**src/rtl/ngga_pkg.sv**
```systemverilog
// Shared types and constants for the GGA sentence parser.
// No dependencies; the datapath, controller, top level and testbench import this package.
`default_nettype none

package ngga_pkg;

  // Longest latitude or longitude field that is kept, in characters.
  localparam int unsigned FIELD_MAX = 16;
  localparam int unsigned IDX_W     = $clog2(FIELD_MAX);
  localparam int unsigned LEN_W     = $clog2(FIELD_MAX + 1);

  localparam int unsigned POS_W = 7;
  localparam logic [POS_W-1:0] MAX_LEN_RESET = 7'd80;
  localparam logic [POS_W-1:0] ADDR_LEN      = 7'd5;
  localparam logic [POS_W-1:0] HDR_MIN_LEN   = 7'd6;

  localparam logic [7:0] CH_DOLLAR = 8'h24;
  localparam logic [7:0] CH_STAR   = 8'h2A;
  localparam logic [7:0] CH_COMMA  = 8'h2C;

  localparam logic [3:0] COMMA_SAT = 4'hF;
  localparam logic [3:0] LAT_FIELD = 4'd2;
  localparam logic [3:0] LON_FIELD = 4'd4;

  typedef enum logic [1:0] {
    KIND_LAT    = 2'd0,
    KIND_LON    = 2'd1,
    KIND_STATUS = 2'd2
  } kind_e;

  typedef enum logic [1:0] {
    ST_VALID      = 2'd0,
    ST_WRONG_TYPE = 2'd1,
    ST_BAD_SUM    = 2'd2,
    ST_TOO_LONG   = 2'd3
  } status_e;

  // Parser phase inside the datapath.
  typedef enum logic [4:0] {
    PH_IDLE   = 5'b00001,
    PH_BODY   = 5'b00010,
    PH_CK1    = 5'b00100,
    PH_CK2    = 5'b01000,
    PH_CK2BAD = 5'b10000
  } phase_e;

  // Sequencer state of the controller.
  typedef enum logic [5:0] {
    CS_ACCEPT  = 6'b000001,
    CS_LAT_RD  = 6'b000010,
    CS_LAT_OUT = 6'b000100,
    CS_LON_RD  = 6'b001000,
    CS_LON_OUT = 6'b010000,
    CS_STATUS  = 6'b100000
  } ctrl_state_e;

  // What the output register loads in a cycle.
  typedef enum logic [2:0] {
    OUT_NONE    = 3'd0,
    OUT_LAT     = 3'd1,
    OUT_LON     = 3'd2,
    OUT_END_NOW = 3'd3,
    OUT_END_OK  = 3'd4
  } out_sel_e;

  typedef struct packed {
    logic     take;
    logic     lat_re;
    logic     lon_re;
    logic     idx_clr;
    logic     idx_inc;
    out_sel_e out_sel;
  } dp_cmd_t;

  typedef struct packed {
    logic slot_free;
    logic sent_end;
    logic sent_ok;
    logic lat_done;
    logic lon_done;
  } dp_stat_t;

  // Expected address field text "GPGGA".
  function automatic logic [7:0] addr_char(input logic [2:0] idx);
    logic [7:0] c;
    case (idx)
      3'd0:    c = 8'h47;
      3'd1:    c = 8'h50;
      3'd2:    c = 8'h47;
      3'd3:    c = 8'h47;
      default: c = 8'h41;
    endcase
    return c;
  endfunction

  // Upper-case hex digit decode; bit 4 is set for a legal digit.
  function automatic logic [4:0] hex_decode(input logic [7:0] c);
    logic [4:0] r;
    r = 5'd0;
    if (c >= 8'h30 && c <= 8'h39) begin
      r = {1'b1, c[3:0]};
    end else if (c >= 8'h41 && c <= 8'h46) begin
      r = {1'b1, c[3:0] + 4'd9};
    end
    return r;
  endfunction

endpackage

`default_nettype wire

```
**src/rtl/ngga_ram.sv**
```systemverilog
// Generic single-write, single-read RAM with a registered read port.
// No dependencies.
`default_nettype none

module ngga_ram #(
  parameter int unsigned WIDTH = 8,
  parameter int unsigned DEPTH = 16
) (
  input  wire                       clk_i,
  input  wire                       we_i,
  input  wire  [$clog2(DEPTH)-1:0]  waddr_i,
  input  wire  [WIDTH-1:0]          wdata_i,
  input  wire                       re_i,
  input  wire  [$clog2(DEPTH)-1:0]  raddr_i,
  output logic [WIDTH-1:0]          rdata_o
);

  logic [WIDTH-1:0] mem_q [DEPTH];
  logic [WIDTH-1:0] rdata_q;

  always_ff @(posedge clk_i) begin
    if (we_i) begin
      mem_q[waddr_i] <= wdata_i;
    end
    if (re_i) begin
      rdata_q <= mem_q[raddr_i];
    end
  end

  assign rdata_o = rdata_q;

endmodule

`default_nettype wire

```
**src/rtl/ngga_dp.sv**
```systemverilog
// Datapath of the GGA parser: sentence parse registers, field buffers,
// output register and the length register. Depends on ngga_pkg, ngga_ram.
`default_nettype none

module ngga_dp (
  input  wire               clk_i,
  input  wire               rst_ni,
  input  wire  [7:0]        rx_byte_i,
  input  wire               cfg_we_i,
  input  wire  [6:0]        cfg_data_i,
  input  wire               out_stall_i,
  input  ngga_pkg::dp_cmd_t cmd_i,
  output ngga_pkg::dp_stat_t stat_o,
  output logic              out_valid_o,
  output logic [1:0]        item_kind_o,
  output logic [7:0]        char_value_o,
  output logic [1:0]        sentence_status_o,
  output logic              last_of_run_o
);
  import ngga_pkg::*;

  phase_e            phase_q, phase_d;
  logic [POS_W-1:0]  pos_q, pos_d;
  logic [3:0]        comma_q, comma_d;
  logic              hdr_q, hdr_d;
  logic [7:0]        xor_q, xor_d;
  logic [3:0]        hi_q, hi_d;
  logic [LEN_W-1:0]  lat_len_q, lat_len_d;
  logic [LEN_W-1:0]  lon_len_q, lon_len_d;
  logic [LEN_W-1:0]  idx_q;
  logic [POS_W-1:0]  max_len_q;

  logic              out_valid_q;
  kind_e             kind_q;
  logic [7:0]        char_q;
  status_e           st_q;
  logic              last_q;

  logic              lat_we, lon_we;
  logic [7:0]        lat_rdata, lon_rdata;
  logic [4:0]        hex;
  status_e           st_now;

  assign hex = hex_decode(rx_byte_i);

  // Status of the sentence if the current byte ends it.
  always_comb begin
    if (phase_q == PH_BODY) begin
      st_now = ST_TOO_LONG;
    end else if (!hdr_q) begin
      st_now = ST_WRONG_TYPE;
    end else if (phase_q == PH_CK2BAD || !hex[4] || {hi_q, hex[3:0]} != xor_q) begin
      st_now = ST_BAD_SUM;
    end else begin
      st_now = ST_VALID;
    end
  end

  always_comb begin
    phase_d   = phase_q;
    pos_d     = pos_q;
    comma_d   = comma_q;
    hdr_d     = hdr_q;
    xor_d     = xor_q;
    hi_d      = hi_q;
    lat_len_d = lat_len_q;
    lon_len_d = lon_len_q;
    lat_we    = 1'b0;
    lon_we    = 1'b0;
    if (cmd_i.take) begin
      if (rx_byte_i == CH_DOLLAR) begin
        phase_d   = PH_BODY;
        pos_d     = '0;
        comma_d   = '0;
        hdr_d     = 1'b1;
        xor_d     = '0;
        hi_d      = '0;
        lat_len_d = '0;
        lon_len_d = '0;
      end else begin
        unique case (phase_q)
          PH_BODY: begin
            if (rx_byte_i == CH_STAR) begin
              if (pos_q < HDR_MIN_LEN) hdr_d = 1'b0;
              phase_d = PH_CK1;
            end else if (pos_q >= max_len_q) begin
              phase_d = PH_IDLE;
            end else begin
              xor_d = xor_q ^ rx_byte_i;
              if (pos_q < ADDR_LEN && rx_byte_i != addr_char(pos_q[2:0])) hdr_d = 1'b0;
              if (pos_q == ADDR_LEN && rx_byte_i != CH_COMMA) hdr_d = 1'b0;
              if (rx_byte_i == CH_COMMA) begin
                if (comma_q != COMMA_SAT) comma_d = comma_q + 4'd1;
              end else if (comma_q == LAT_FIELD) begin
                if (lat_len_q < LEN_W'(FIELD_MAX)) begin
                  lat_we    = 1'b1;
                  lat_len_d = lat_len_q + LEN_W'(1);
                end
              end else if (comma_q == LON_FIELD) begin
                if (lon_len_q < LEN_W'(FIELD_MAX)) begin
                  lon_we    = 1'b1;
                  lon_len_d = lon_len_q + LEN_W'(1);
                end
              end
              pos_d = pos_q + POS_W'(1);
            end
          end
          PH_CK1: begin
            hi_d    = hex[3:0];
            phase_d = hex[4] ? PH_CK2 : PH_CK2BAD;
          end
          PH_CK2, PH_CK2BAD: begin
            phase_d = PH_IDLE;
          end
          PH_IDLE: begin
            phase_d = PH_IDLE;
          end
          default: begin
            phase_d = PH_IDLE;
          end
        endcase
      end
    end
  end

  always_ff @(posedge clk_i or negedge rst_ni) begin
    if (!rst_ni) begin
      phase_q   <= PH_IDLE;
      pos_q     <= '0;
      comma_q   <= '0;
      hdr_q     <= 1'b0;
      xor_q     <= '0;
      hi_q      <= '0;
      lat_len_q <= '0;
      lon_len_q <= '0;
      max_len_q <= MAX_LEN_RESET;
      idx_q     <= '0;
    end else begin
      phase_q   <= phase_d;
      pos_q     <= pos_d;
      comma_q   <= comma_d;
      hdr_q     <= hdr_d;
      xor_q     <= xor_d;
      hi_q      <= hi_d;
      lat_len_q <= lat_len_d;
      lon_len_q <= lon_len_d;
      if (cfg_we_i) max_len_q <= cfg_data_i;
      if (cmd_i.idx_clr) begin
        idx_q <= '0;
      end else if (cmd_i.idx_inc) begin
        idx_q <= idx_q + LEN_W'(1);
      end
    end
  end

  ngga_ram #(.WIDTH(8), .DEPTH(FIELD_MAX)) u_lat_ram (
    .clk_i   (clk_i),
    .we_i    (lat_we),
    .waddr_i (lat_len_q[IDX_W-1:0]),
    .wdata_i (rx_byte_i),
    .re_i    (cmd_i.lat_re),
    .raddr_i (idx_q[IDX_W-1:0]),
    .rdata_o (lat_rdata)
  );

  ngga_ram #(.WIDTH(8), .DEPTH(FIELD_MAX)) u_lon_ram (
    .clk_i   (clk_i),
    .we_i    (lon_we),
    .waddr_i (lon_len_q[IDX_W-1:0]),
    .wdata_i (rx_byte_i),
    .re_i    (cmd_i.lon_re),
    .raddr_i (idx_q[IDX_W-1:0]),
    .rdata_o (lon_rdata)
  );

  // Output register.
  always_ff @(posedge clk_i or negedge rst_ni) begin
    if (!rst_ni) begin
      out_valid_q <= 1'b0;
    end else if (cmd_i.out_sel != OUT_NONE) begin
      out_valid_q <= 1'b1;
    end else if (!out_stall_i) begin
      out_valid_q <= 1'b0;
    end
  end

  always_ff @(posedge clk_i) begin
    case (cmd_i.out_sel)
      OUT_LAT: begin
        kind_q <= KIND_LAT;
        char_q <= lat_rdata;
        st_q   <= ST_VALID;
        last_q <= 1'b0;
      end
      OUT_LON: begin
        kind_q <= KIND_LON;
        char_q <= lon_rdata;
        st_q   <= ST_VALID;
        last_q <= 1'b0;
      end
      OUT_END_NOW: begin
        kind_q <= KIND_STATUS;
        char_q <= '0;
        st_q   <= st_now;
        last_q <= 1'b1;
      end
      OUT_END_OK: begin
        kind_q <= KIND_STATUS;
        char_q <= '0;
        st_q   <= ST_VALID;
        last_q <= 1'b1;
      end
      default: begin
        kind_q <= kind_q;
      end
    endcase
  end

  assign out_valid_o       = out_valid_q;
  assign item_kind_o       = kind_q;
  assign char_value_o      = char_q;
  assign sentence_status_o = st_q;
  assign last_of_run_o     = last_q;

  assign stat_o.slot_free = !out_valid_q || !out_stall_i;
  assign stat_o.sent_end  = (rx_byte_i != CH_DOLLAR) &&
                            ((phase_q == PH_BODY && rx_byte_i != CH_STAR &&
                              pos_q >= max_len_q) ||
                             phase_q == PH_CK2 || phase_q == PH_CK2BAD);
  assign stat_o.sent_ok   = (phase_q != PH_BODY) && (st_now == ST_VALID);
  assign stat_o.lat_done  = (idx_q == lat_len_q);
  assign stat_o.lon_done  = (idx_q == lon_len_q);

endmodule

`default_nettype wire

```
**src/rtl/ngga_ctrl.sv**
```systemverilog
// Controller of the GGA parser: input handshake and the sequencer that
// replays buffered fields after a valid sentence. Depends on ngga_pkg.
`default_nettype none

module ngga_ctrl (
  input  wire                clk_i,
  input  wire                rst_ni,
  input  wire                in_valid_i,
  output logic               in_stall_o,
  input  ngga_pkg::dp_stat_t stat_i,
  output ngga_pkg::dp_cmd_t  cmd_o
);
  import ngga_pkg::*;

  ctrl_state_e state_q, state_d;
  logic        take;

  assign in_stall_o = !(state_q == CS_ACCEPT && stat_i.slot_free);
  assign take       = in_valid_i && !in_stall_o;

  always_comb begin
    state_d       = state_q;
    cmd_o         = '0;
    cmd_o.take    = take;
    cmd_o.out_sel = OUT_NONE;
    unique case (state_q)
      CS_ACCEPT: begin
        if (take && stat_i.sent_end) begin
          if (stat_i.sent_ok) begin
            cmd_o.idx_clr = 1'b1;
            state_d       = CS_LAT_RD;
          end else begin
            cmd_o.out_sel = OUT_END_NOW;
          end
        end
      end
      CS_LAT_RD: begin
        if (stat_i.lat_done) begin
          cmd_o.idx_clr = 1'b1;
          state_d       = CS_LON_RD;
        end else begin
          cmd_o.lat_re = 1'b1;
          state_d      = CS_LAT_OUT;
        end
      end
      CS_LAT_OUT: begin
        if (stat_i.slot_free) begin
          cmd_o.out_sel = OUT_LAT;
          cmd_o.idx_inc = 1'b1;
          state_d       = CS_LAT_RD;
        end
      end
      CS_LON_RD: begin
        if (stat_i.lon_done) begin
          state_d = CS_STATUS;
        end else begin
          cmd_o.lon_re = 1'b1;
          state_d      = CS_LON_OUT;
        end
      end
      CS_LON_OUT: begin
        if (stat_i.slot_free) begin
          cmd_o.out_sel = OUT_LON;
          cmd_o.idx_inc = 1'b1;
          state_d       = CS_LON_RD;
        end
      end
      CS_STATUS: begin
        if (stat_i.slot_free) begin
          cmd_o.out_sel = OUT_END_OK;
          state_d       = CS_ACCEPT;
        end
      end
      default: begin
        state_d = CS_ACCEPT;
      end
    endcase
  end

  always_ff @(posedge clk_i or negedge rst_ni) begin
    if (!rst_ni) begin
      state_q <= CS_ACCEPT;
    end else begin
      state_q <= state_d;
    end
  end

endmodule

`default_nettype wire

```
**src/rtl/nmea_gga_position_parser_unit.sv**
```systemverilog
// GGA sentence parser top level: controller plus datapath. Depends on
// ngga_pkg, ngga_ctrl, ngga_dp and ngga_ram.
// Throughput: one byte a cycle while the output register is free; a byte that
// ends a sentence badly gives its status item in the next cycle.
// A valid sentence end stalls the input while each buffered character is replayed
// (registered RAM read, then output load) and through the end checks and status.
// Reset (rst_ni low, asynchronous) returns to idle with a length limit of 80.
`default_nettype none

module nmea_gga_position_parser_unit (
  input  wire         clk_i,
  input  wire         rst_ni,
  input  wire         in_valid_i,
  output logic        in_stall_o,
  input  wire  [7:0]  rx_byte_i,
  input  wire         cfg_we_i,
  input  wire  [6:0]  cfg_data_i,
  output logic        out_valid_o,
  input  wire         out_stall_i,
  output logic [1:0]  item_kind_o,
  output logic [7:0]  char_value_o,
  output logic [1:0]  sentence_status_o,
  output logic        last_of_run_o
);
  import ngga_pkg::*;

  // The controller owns the handshake and the replay sequencer; the
  // datapath owns the parse registers, both field buffers and the output
  // register. They talk only through the command and status structs.
  dp_cmd_t  cmd;
  dp_stat_t stat;

  ngga_ctrl u_ctrl (
    .clk_i      (clk_i),
    .rst_ni     (rst_ni),
    .in_valid_i (in_valid_i),
    .in_stall_o (in_stall_o),
    .stat_i     (stat),
    .cmd_o      (cmd)
  );

  ngga_dp u_dp (
    .clk_i             (clk_i),
    .rst_ni            (rst_ni),
    .rx_byte_i         (rx_byte_i),
    .cfg_we_i          (cfg_we_i),
    .cfg_data_i        (cfg_data_i),
    .out_stall_i       (out_stall_i),
    .cmd_i             (cmd),
    .stat_o            (stat),
    .out_valid_o       (out_valid_o),
    .item_kind_o       (item_kind_o),
    .char_value_o      (char_value_o),
    .sentence_status_o (sentence_status_o),
    .last_of_run_o     (last_of_run_o)
  );

`ifndef SYNTH
  // While a replay burst is in flight, no new byte may be taken.
  a_no_take_in_burst: assert property (@(posedge clk_i) disable iff (!rst_ni)
    out_valid_o && !last_of_run_o |-> in_stall_o)
    else $error("byte accepted during field replay");

  // Only the status item closes a run.
  a_last_is_status: assert property (@(posedge clk_i) disable iff (!rst_ni)
    out_valid_o |-> (last_of_run_o == (item_kind_o == KIND_STATUS)))
    else $error("last flag does not match item kind");

  // Field characters come only from valid sentences; status carries no char.
  a_payload_shape: assert property (@(posedge clk_i) disable iff (!rst_ni)
    out_valid_o |-> (item_kind_o == KIND_STATUS) ? (char_value_o == 8'd0)
                                                 : (sentence_status_o == ST_VALID))
    else $error("malformed result item");
`endif

endmodule

`default_nettype wire

```
**config.mk**
```make
export PLATFORM = sky130hd
export DESIGN_NAME = nmea_gga_position_parser_unit
export DESIGN_NICKNAME = d
export VERILOG_FILES = /design/src/rtl/ngga_pkg.sv /design/src/rtl/ngga_ram.sv /design/src/rtl/ngga_dp.sv /design/src/rtl/ngga_ctrl.sv /design/src/rtl/nmea_gga_position_parser_unit.sv
export SDC_FILE = /design/constraint.sdc
export NUM_CORES = 1
export LEC_CHECK = 0
export ABC_AREA = 1
export BUFFER_PORTS_ARGS = -buffer_cell sky130_fd_sc_hd__buf_2
export CORE_ASPECT_RATIO = 0.7
export CORE_MARGIN = 10
export CORE_UTILIZATION = 62
export CTS_BUF_LIST = sky130_fd_sc_hd__clkbuf_8 sky130_fd_sc_hd__clkbuf_16
export CTS_CLUSTER_SIZE = 12
export DETAILED_ROUTE_END_ITERATION = 6
export PLACE_DENSITY = 0.81
export SYNTH_ARGS = -nofsm -noshare
export SYNTH_HDL_FRONTEND = slang
export SYNTH_SLANG_ARGS = --single-unit
```
**constraint.sdc**
```tcl
create_clock -name clk_i -period 3.31 [get_ports clk_i]
set_input_delay 0.4965 -clock clk_i [delete_from_list [all_inputs] [get_ports clk_i]]
set_output_delay 0.4965 -clock clk_i [all_outputs]
set_load 0.05 [all_outputs]
```
==> impl_metrics.tcl, run 1 <==
set metrics [dict create \
    rsz0062_at_grt "false" \
    n_antenna_cell 0 \
    startpoint_type "register" \
    fp.coreArea_mm2 0.02364 \
    root_buffer "clkbuf_16" \
    cp_max_fo 8 \
    drt_pre_antenna_iters 6 \
    netlist_area_mm2 0.01488 \
    pwr-share-comb_pct 3.3 \
    antenna_found_initial 0 \
    power.leakage_nw 6.327 \
    finalNetCount 1431 \
    final.period_utilization_pct 93.10 \
    rr_endpoint "u_dp.u_lon_ram.mem_q[7][7]" \
    tns_ns 0 \
    fmax_mhz 324.5 \
    place_hpwl_um 24320 \
    io_pins 35 \
    via_per_inst 6.181 \
    p_sw_mw 1.791 \
    reg2reg_depth 11 \
    via_count 10640 \
    synth-compound-area-share_pct 11.31 \
    r2r_slack_ns 0.23 \
    setup_violations 0 \
    route.met2.wl_um 15930 \
    cp.arrival_ns 3.22 \
    cts_made_buffers 35 \
    clockBufferDepth 3 \
    cts_htree_levels 2 \
    crit_type "register to register" \
    initial_core_util_pct 62.96 \
    internal_power_mw 6.744 \
    grtUsageTotal_pct 24.03 \
    dr_wl_met3_um 4688 \
    maxUsedRoutingLayer "met4" \
    required_ns 3.45 \
    p_per_area_mw_per_mm2 513.0 \
    cts_sinks 343 \
    synth-adder-area-share_pct 2.438 \
    grt_max_degree 73 \
    synth_top_family_by_area "simple AND/OR/NAND/NOR gates" \
    drc 0 \
    clk_pin_slew_worst_paths_ns 0.06 \
    timing.hold.ws_ns 0.05694 \
    pre_cts_slack_ns 0.1379 \
    crit_path_end "u_dp.u_lon_ram.mem_q[7][7]" \
    nFillCells 1628 \
    cts_hold_buf 0 \
    rr_startpoint "u_dp.max_len_q[6]" \
    drtAntennaViolNets 0 \
    drv_cap 0 \
    syn_area_per_cell_um2 11.34 \
    post-cts-setup-buffers 0 \
    ys_seq_elements 343 \
    synthDistinctLibCells 49 \
    pwr-share-clk_pct 41.3 \
    grt_pass1_vias 10060 \
    numPortBuffers 34 \
    relSlewSlack_pct 34.65 \
    synthSimpleGateAreaFrac_pct 14.32 \
    wl_per_cell_um 21.39 \
    grt_pass1_wl_um 56780 \
    finalHoldViolCount 0 \
    yosys_warnings 0 \
    gp_congestion 0.9232 \
    synthMuxAreaShare_pct 0.1429 \
    dieArea_mm2 0.03070 \
    ctsResizeCount 0 \
    die_y_um 149.6 \
    wl_um 36810 \
    grt_overflow 0 \
    outcome "finished, final reports clean" \
    drv_slew 0 \
    drive_gt1_share_pct 11.83 \
    layout_min_cycle_time_ns 3.082 \
    rows 47 \
    first_iter_violations 1440 \
    swShare_pct 20.98 \
    dpl_cell_area_mm2 0.01563 \
    finClkSkew_ns 0.02749 \
    clock_latency_ns 0.52 \
    synthCells 1312 \
    cts_tree "done" \
    crit_path_start "u_dp.max_len_q[6]" \
    fin_area_mm2 0.01664 \
    met1_length_um 15330 \
    cp-end-kind "register" \
    area_delta_synth_final_pct 11.80 \
    syn-num-nets 1361 \
    irDropWorstVdd_mv 0.4772 \
    hp-class "input pin to async pin" \
    worst_slew_pin_slew_ns 0.9767 \
    synth_xor_area_share_pct 0.7650 \
    power_frac_seq_pct 55.4 \
    layout_setup_ws_ns 0.2284 \
    die-width_um 205.2 \
    yosysSeqAreaShare_pct 67.29 \
]
## metal layers
metal,up-vias,track usage (%)
met5,-,0
li1,4844,-
met3,66,7.279
met1,5133,34.34
met4,0,7.512
met2,594,34.74
## stage by stage
stage / power [mW] / std cells / utilization (%)
2_1_floorplan: 4.943 / 1312 / -
3_3_place_gp: 5.083 / 1663 / 66.13
3_5_place_dp: 5.093 / 1663 / 66.13
4_1_cts: 8.560 / 1721 / 70.38
5_1_grt: 8.787 / 1721 / 70.38
6_report: 8.535 / 1721 / 70.38
## cells in the final DEF, fill, tap and decap left out, drive strengths merged
cell and count:
nor2 211, mux2 1, a21oi 28, buf 88
o21ai 175, nand3 60, clkbuf 36, or2 1
nand4 28, nor3 6, a2111oi 1, xnor2 7
dfrtp 54, a31oi 2, o221a 1, edfxtp 285
o221ai 25, ha 29, and2 2, mux2i 1
or4 1, o21a 3, o211ai 9, xor2 6
clkinv 4, nor4 6, o31ai 2, dfstp 4
nand2 174, inv 105, o41ai 1, o22ai 47
## sequential cells by signal (all words and copies together), names as in the netlist, 7 cells and up
| name | flops |
|---|---|
| u_dp.u_lon_ram.rdata_o | 8 |
| u_dp.pos_q | 7 |
| u_dp.max_len_q | 7 |
| u_dp.char_value_o | 8 |
| u_dp.xor_q | 8 |
| u_dp.u_lat_ram.mem_q | 128 |
| u_dp.u_lon_ram.mem_q | 128 |
| u_dp.u_lat_ram.rdata_o | 8 |
## critical path, stage by stage (launching register included)
cell and delay [ns]:
dfstp_2 0.51, inv_1 0.04, ha_1 0.32, a21oi_1 0.15
o21a_1 0.14, nand3_1 0.10, nor2_1 0.10, nand2_1 0.09
nor2_1 0.19, buf_4 0.17, nand2_1 0.11, nor2_1 0.77
## cells in the mapped netlist (all sizes together)
master	n	share of area [%]
a2111oi	1	0.059
a21oi	28	0.97
a31oi	2	0.084
and2	2	0.084
buf	10	0.40
clkbuf	45	1.1
clkinv	2	0.050
dfrtp	54	9.1
dfstp	4	0.71
edfxtp	285	58
ha	29	2.4
inv	85	2.1
mux2	1	0.076
mux2i	1	0.067
nand2	174	4.6
nand3	60	2.2
nand4	28	1.3
nor2	211	5.5
nor3	6	0.20
nor4	6	0.29
o211ai	9	0.45
o21a	3	0.15
o21ai	175	5.9
o221a	1	0.076
o221ai	25	1.5
o22ai	47	2.0
o31ai	2	0.10
o41ai	1	0.059
or2	1	0.042
or4	1	0.050
xnor2	7	0.41
xor2	6	0.35
## cell families (layout without fill, tap and decap cells)
family | count (synthesis) | count (layout)
muxes | 2 | 2
adders and majority gates | 29 | 29
buffers and inverters | 142 | 233
and+or+nand+nor | 489 | 489
xor gates and xnor gates | 13 | 13
AOI/OAI and AO/OA | 294 | 294
DFF | 343 | 343
## how the worst min path moves through the flow
stage	startpoint	endpoint	slack, ns	cells after the start
floorplan	rst_ni	u_ctrl.state_q[1]	0.20	0
global route	rst_ni	u_dp.pos_q[6]	0.10	1
CTS	rst_ni	u_dp.pos_q[2]	0.07	1
detailed placement	u_dp.max_len_q[6]	u_dp.max_len_q[6]	0.49	2
finish	rst_ni	u_dp.pos_q[2]	0.06	1
global placement	u_dp.phase_q[0]	u_dp.phase_q[0]	0.49	2
## power by group through the flow
| stage | Clock [mW] | Sequential (mW) | Combinational [mW] |
|---|---|---|---|
| after floorplan | 0 | 4.81 | 0.131 |
| after global placement | 0 | 4.82 | 0.267 |
| after detailed placement | 0 | 4.82 | 0.275 |
| after CTS | 3.56 | 4.73 | 0.276 |
| after global routing | 3.75 | 4.73 | 0.312 |
| final | 3.53 | 4.73 | 0.280 |
## cell type report
type	instances	area, µm²	area share, %
clock buffers	36	900.9	5.414
clock inverters	22	105.1	0.6317
inverters	87	327.8	1.970
multi-input cells	827	4312	25.91
flip-flops and latches	343	10020	60.22
well taps	318	397.9	2.391
repair buffers	88	575.6	3.459
Power figures use the tool's default switching activity.
==> inputs of run 2 (changes only) <==
BUFFER_PORTS_ARGS = -buffer_cell sky130_fd_sc_hd__clkbuf_2   (was -buffer_cell sky130_fd_sc_hd__buf_2)
==> run 2 against run 1 <==
Compared with the run above: total power is 1.2% higher; final area hardly changed; hold slack improved by 0.15 ns.
==> impl_metrics.tcl, run 2 (synthesis results as in run 1) <==
set metrics [dict create \
    outcome "finished, final reports clean" \
    rr_endpoint "u_dp.u_lon_ram.mem_q[11][7]" \
    final.period_utilization_pct 93.63 \
    antenna_found_initial 0 \
    pre_cts_slack_ns 0.1445 \
    rows 47 \
    irDropWorstVdd_mv 0.4490 \
    relSlewSlack_pct 39.98 \
    cp_max_fo 8 \
    hp-class "input pin to register" \
    worst_slew_pin_slew_ns 0.8970 \
    clockBufferDepth 3 \
    multiInputGateArea_mm2 0.004312 \
    layout_setup_ws_ns 0.2107 \
    rr_startpoint "u_dp.max_len_q[6]" \
    cts_htree_levels 2 \
    rsz0062_at_grt "false" \
    post-cts-setup-buffers 0 \
    layout_min_cycle_time_ns 3.099 \
    wl_um 37370 \
    cts_sinks 343 \
    io_pins 35 \
    drtAntennaViolNets 0 \
    drc 0 \
    place_hpwl_um 24710 \
    wl_per_cell_um 21.85 \
    die_y_um 149.6 \
    setup_violations 0 \
    area_delta_synth_final_pct 11.85 \
    mostFrequentLayoutCell "edfxtp_1" \
    power.leakage_nw 6.305 \
    n_antenna_cell 0 \
    drt_pre_antenna_iters 6 \
    via_per_inst 6.306 \
    drv_cap 0 \
    finalNetCount 1427 \
    reg2reg_depth 11 \
    via_count 10780 \
    critPathTopFamily "simple AND/OR/NAND/NOR gates" \
    required_ns 3.44 \
    whs_path_depth 3 \
    largest_registers "u_dp.u_lat_ram.mem_q x128, u_dp.u_lon_ram.mem_q x128" \
    grtUsageTotal_pct 24.52 \
    dieArea_mm2 0.03070 \
    timing.hold.ws_ns 0.2102 \
    cp-end-kind "register" \
    cts_made_buffers 35 \
    grt_max_degree 65 \
    cts_tree "done" \
    root_buffer "clkbuf_16" \
    cts_hold_buf 1 \
    clock_latency_ns 0.51 \
    p_per_area_mw_per_mm2 519.1 \
    cpMaxStageDelayCell "nor2_1" \
    drive_gt1_share_pct 11.71 \
    min_from "cfg_data_i[2]" \
    grt_pass1_vias 10340 \
    drv_slew 0 \
    crit_path_frequent_cell "nor2_1" \
    crit_type "register to register" \
    r2r_slack_ns 0.21 \
    finClkSkew_ns 0.01614 \
    slowest_delay_ns 0.72 \
    grt_pass1_wl_um 58410 \
    grt_overflow 0 \
    regArea_mm2 0.01002 \
    fmax_mhz 322.7 \
    finalHoldViolCount 0 \
    tns_ns 0 \
    fp.coreArea_mm2 0.02364 \
    path_cells "inv_1 > ha_1 > a21oi_1 > o21a_1 > nand3_1 > nor2_1 > nand2_1 > nor2_1 > buf_4 > nand2_1 > nor2_1" \
    ctsResizeCount 0 \
    die-width_um 205.2 \
    initial_core_util_pct 62.96 \
    first_iter_violations 1487 \
    clk_pin_slew_worst_paths_ns 0.06 \
    numPortBuffers 34 \
    min_to "u_dp.max_len_q[2]" \
    cp.arrival_ns 3.22 \
    layout_common_cells "edfxtp_1, nor2_1, o21ai_0" \
    gp_congestion 0.9453 \
    startpoint_type "register" \
    critPathBufInv 2 \
    nFillCells 1606 \
]
[run 2: changes by cell type in the layout (fill, tap and decap cells not counted)]
cell / previous run / this run
buf_12: 0 / 1
clkinv_2: 1 / 3
buf_4: 54 / 48
clkinv_8: 1 / 0
clkbuf_2: 0 / 34
bufinv_16: 0 / 1
inv_1: 97 / 88
clkbuf_16: 36 / 38
dlygate4sd3_1: 0 / 1
inv_6: 2 / 0
buf_2: 34 / 0
[run 2: how the worst max path moves through the flow]
| stage | from | endpoint | slack (ns) | depth (start not counted) |
|---|---|---|---|---|
| 3_3_place_gp | rx_byte_i[1] | u_dp.char_value_o[1] | 0.27 | 16 |
| 3_5_place_dp | rx_byte_i[1] | u_dp.char_value_o[1] | 0.14 | 16 |
| 2_1_floorplan | u_dp.max_len_q[6] | u_dp.u_lat_ram.mem_q[4][0] | 0.77 | 10 |
| 4_1_cts | u_dp.max_len_q[6] | u_dp.u_lon_ram.mem_q[11][3] | 0.27 | 11 |
| 6_report | u_dp.max_len_q[6] | u_dp.u_lon_ram.mem_q[11][7] | 0.21 | 11 |
| 5_1_grt | u_dp.max_len_q[6] | u_dp.u_lon_ram.mem_q[9][6] | 0.12 | 11 |
[run 2: worst register-to-register path: stages, from the launching register on]
cell and delay, ns:
dfstp_2 0.52, inv_1 0.05, ha_1 0.32, a21oi_1 0.18
o21a_1 0.17, nand3_1 0.15, nor2_1 0.13, nand2_1 0.10
nor2_1 0.10, buf_4 0.15, nand2_1 0.14, nor2_1 0.72
[run 2: report_power, final]
group / leakage (nW) / total, mW / internal [mW] / switching (mW)
clock: 0.543 / 3.62 / 2.11 / 1.51
combinational: 2.53 / 0.285 / 0.0805 / 0.204
sequential: 3.23 / 4.73 / 4.70 / 0.0265
[run 2: stage by stage]
step	power, mW	std cells	util [%]	instance area [µm²]
finish	8.640	1710	70.41	16650
global route	8.875	1710	70.41	16650
CTS	8.660	1710	70.41	16650
detailed placement	5.095	1658	66.02	15610
global placement	5.084	1658	66.02	15610
floorplan	4.943	1312	-	14880
[run 2: layout make-up]
cell class / instances / share of cell area [%]
sequential: 343 / 60.19
multi-input combinational: 827 / 25.90
clock buffer: 38 / 5.713
timing repair buffer: 84 / 3.367
tap: 318 / 2.390
inverter: 87 / 1.969
clock inverter: 13 / 0.4660
[run 2: per-layer routing]
layer / track usage, % / wire [µm]
met5: 0 / 0
met4: 6.669 / 844
met3: 4.449 / 4665
met2: 36.40 / 16370
met1: 36.60 / 15500
==> inputs of run 3 (changes only) <==
CORE_MARGIN = 2   (was 10)
SLEW_MARGIN = 20   (was unset)
==> run 3 against run 2 <==
Compared with the run above: clock power hardly changed; wire length is 1.4% lower; combinational power is 2% lower; hold slack worse by 0.20 ns; via count hardly changed; count of clock-buffer cells in the layout is 1 higher; final area is 0.50% higher; maximum frequency is 3.0% higher; critical path type unchanged; critical endpoint is now u_dp.char_value_o[0].
==> impl_metrics.tcl, run 3 (synthesis results as in run 1) <==
set metrics [dict create \
    cts_htree_levels 2 \
    dpl_cell_area_mm2 0.01571 \
    cp.arrival_ns 3.17 \
    relSlewSlack_pct 53.26 \
    cts_made_buffers 35 \
    crit_type "register to register" \
    cts_sinks 343 \
    crit_path_start "u_dp.pos_q[2]" \
    grt_overflow 0 \
    cp_max_fo 10 \
    n_antenna_cell 0 \
    place_hpwl_um 24160 \
    final.period_utilization_pct 90.89 \
    fp.coreArea_mm2 0.02358 \
    antenna_found_initial 1 \
    startpoint_type "register" \
    power.leakage_nw 6.384 \
    layout_min_cycle_time_ns 3.008 \
    root_buffer "clkbuf_16" \
    layout_common_cells "edfxtp_1, nor2_1, o21ai_0" \
    drc 0 \
    drtAntennaViolNets 0 \
    drt_pre_antenna_iters 5 \
    initial_core_util_pct 63.11 \
    grtUsageTotal_pct 29.86 \
    wl_per_cell_um 21.36 \
    critPathTopFamily "simple AND/OR/NAND/NOR gates" \
    numPortBuffers 34 \
    setup_violations 0 \
    fmax_mhz 332.4 \
    outcome "finished, final reports clean" \
    power_frac_seq_pct 54.8 \
    hp-class "input pin to async pin" \
    irDropWorstVdd_mv 0.5547 \
    cpMaxStageDelayCell "dfrtp_1" \
    reg2reg_depth 11 \
    layout_setup_ws_ns 0.3016 \
    first_iter_violations 1664 \
    pwr-share-comb_pct 3.2 \
    rr_startpoint "u_dp.pos_q[2]" \
    finalHoldViolCount 0 \
    post-cts-setup-buffers 0 \
    die-width_um 189.2 \
    worst_slew_pin_slew_ns 0.7012 \
    required_ns 3.47 \
    pwr-share-clk_pct 42.0 \
    ctsResizeCount 0 \
    cp.depth 11 \
    via_per_inst 6.250 \
    grt_pass1_vias 10180 \
    nFillCells 1589 \
    io_pins 35 \
    power_mw 8.630 \
    tns_ns 0 \
    grt_max_degree 69 \
    slowest_delay_ns 0.46 \
    finalNetCount 1439 \
    drv_cap 0 \
    path_cells "ha_1 > nand2_1 > o21ai_0 > nand4_1 > nand3_1 > nand3_1 > a21oi_1 > nand3_2 > nand2_4 > inv_2 > nand2_1" \
    grt_pass1_wl_um 57370 \
    area_delta_synth_final_pct 12.40 \
    internal_power_mw 6.840 \
    finClkSkew_ns 0.01862 \
    swShare_pct 20.74 \
    drive_gt1_share_pct 12.51 \
    clock_latency_ns 0.51 \
    drv_slew 0 \
    critPathBufInv 1 \
    gp_congestion 0.9424 \
    die_y_um 133.6 \
    pre_cts_slack_ns 0.2871 \
    fin_area_mm2 0.01673 \
    wl_um 36840 \
    clk_pin_slew_worst_paths_ns 0.06 \
    cts_hold_buf 0 \
    dieArea_mm2 0.02528 \
    p_per_area_mw_per_mm2 515.9 \
    clockBufferDepth 3 \
    cp-end-kind "register" \
    cts_tree "done" \
    largest_registers "u_dp.u_lat_ram.mem_q x128, u_dp.u_lon_ram.mem_q x128" \
    mostFrequentLayoutCell "edfxtp_1" \
    via_count 10780 \
    rows 47 \
    rsz0062_at_grt "false" \
    p_sw_mw 1.790 \
]
-- run 3: cell types whose count changed in the layout (fill, tap and decap cells not counted) --
| cell | before | now |
|---|---|---|
| dlygate4sd3_1 | 1 | 0 |
| clkbuf_8 | 0 | 1 |
| bufinv_16 | 1 | 0 |
| inv_1 | 88 | 91 |
| buf_4 | 48 | 61 |
-- run 3: power groups by stage --
stage	combinational [mW]	sequential (mW)	clock, mW
final	0.278	4.73	3.62
after global routing	0.307	4.73	3.80
after CTS	0.273	4.73	3.63
after detailed placement	0.271	4.82	0
after global placement	0.258	4.82	0
after floorplan	0.131	4.81	0
-- run 3: per-stage QoR --
step,util [%],hold WS [ns],cells
after detailed placement,66.60,0.5027,1671
after global placement,66.60,0.4873,1671
final,70.94,0.01360,1725
after global routing,70.94,0.06642,1725
after floorplan,-,0.2009,1312
after CTS,70.94,0.02320,1725
-- run 3: cell type report --
type / instances / area, µm² / area share [%]
Sequential cell: 343 / 10020 / 59.90
Multi-Input combinational cell: 827 / 4312 / 25.77
Clock buffer: 39 / 964.7 / 5.767
Timing Repair Buffer: 96 / 648.1 / 3.874
Tap cell: 318 / 397.9 / 2.378
Inverter: 87 / 327.8 / 1.960
Clock inverter: 15 / 58.81 / 0.3515
-- run 3: routing by layer --
layer / up-vias / share of wire, % / GRT usage (%)
li1: 4854 / - / -
met1: 5217 / 42 / 45.67
met2: 657 / 44 / 44.08
met3: 53 / 12 / 6.691
met4: 0 / 1.7 / 7.205
met5: - / 0 / 0
-- run 3: path summary, 6_finish.rpt --
kind / slack, ns / endpoint
max: 0.30 / u_dp.char_value_o[0]
min: 0.01 / u_dp.idx_q[3]
max reg2reg: 0.30 / u_dp.char_value_o[0]
min reg2reg: 0.52 / u_dp.phase_q[0]
max in group asynchronous: 2.61 / u_ctrl.state_q[0]
min in group clk_i: 0.20 / u_dp.max_len_q[6]
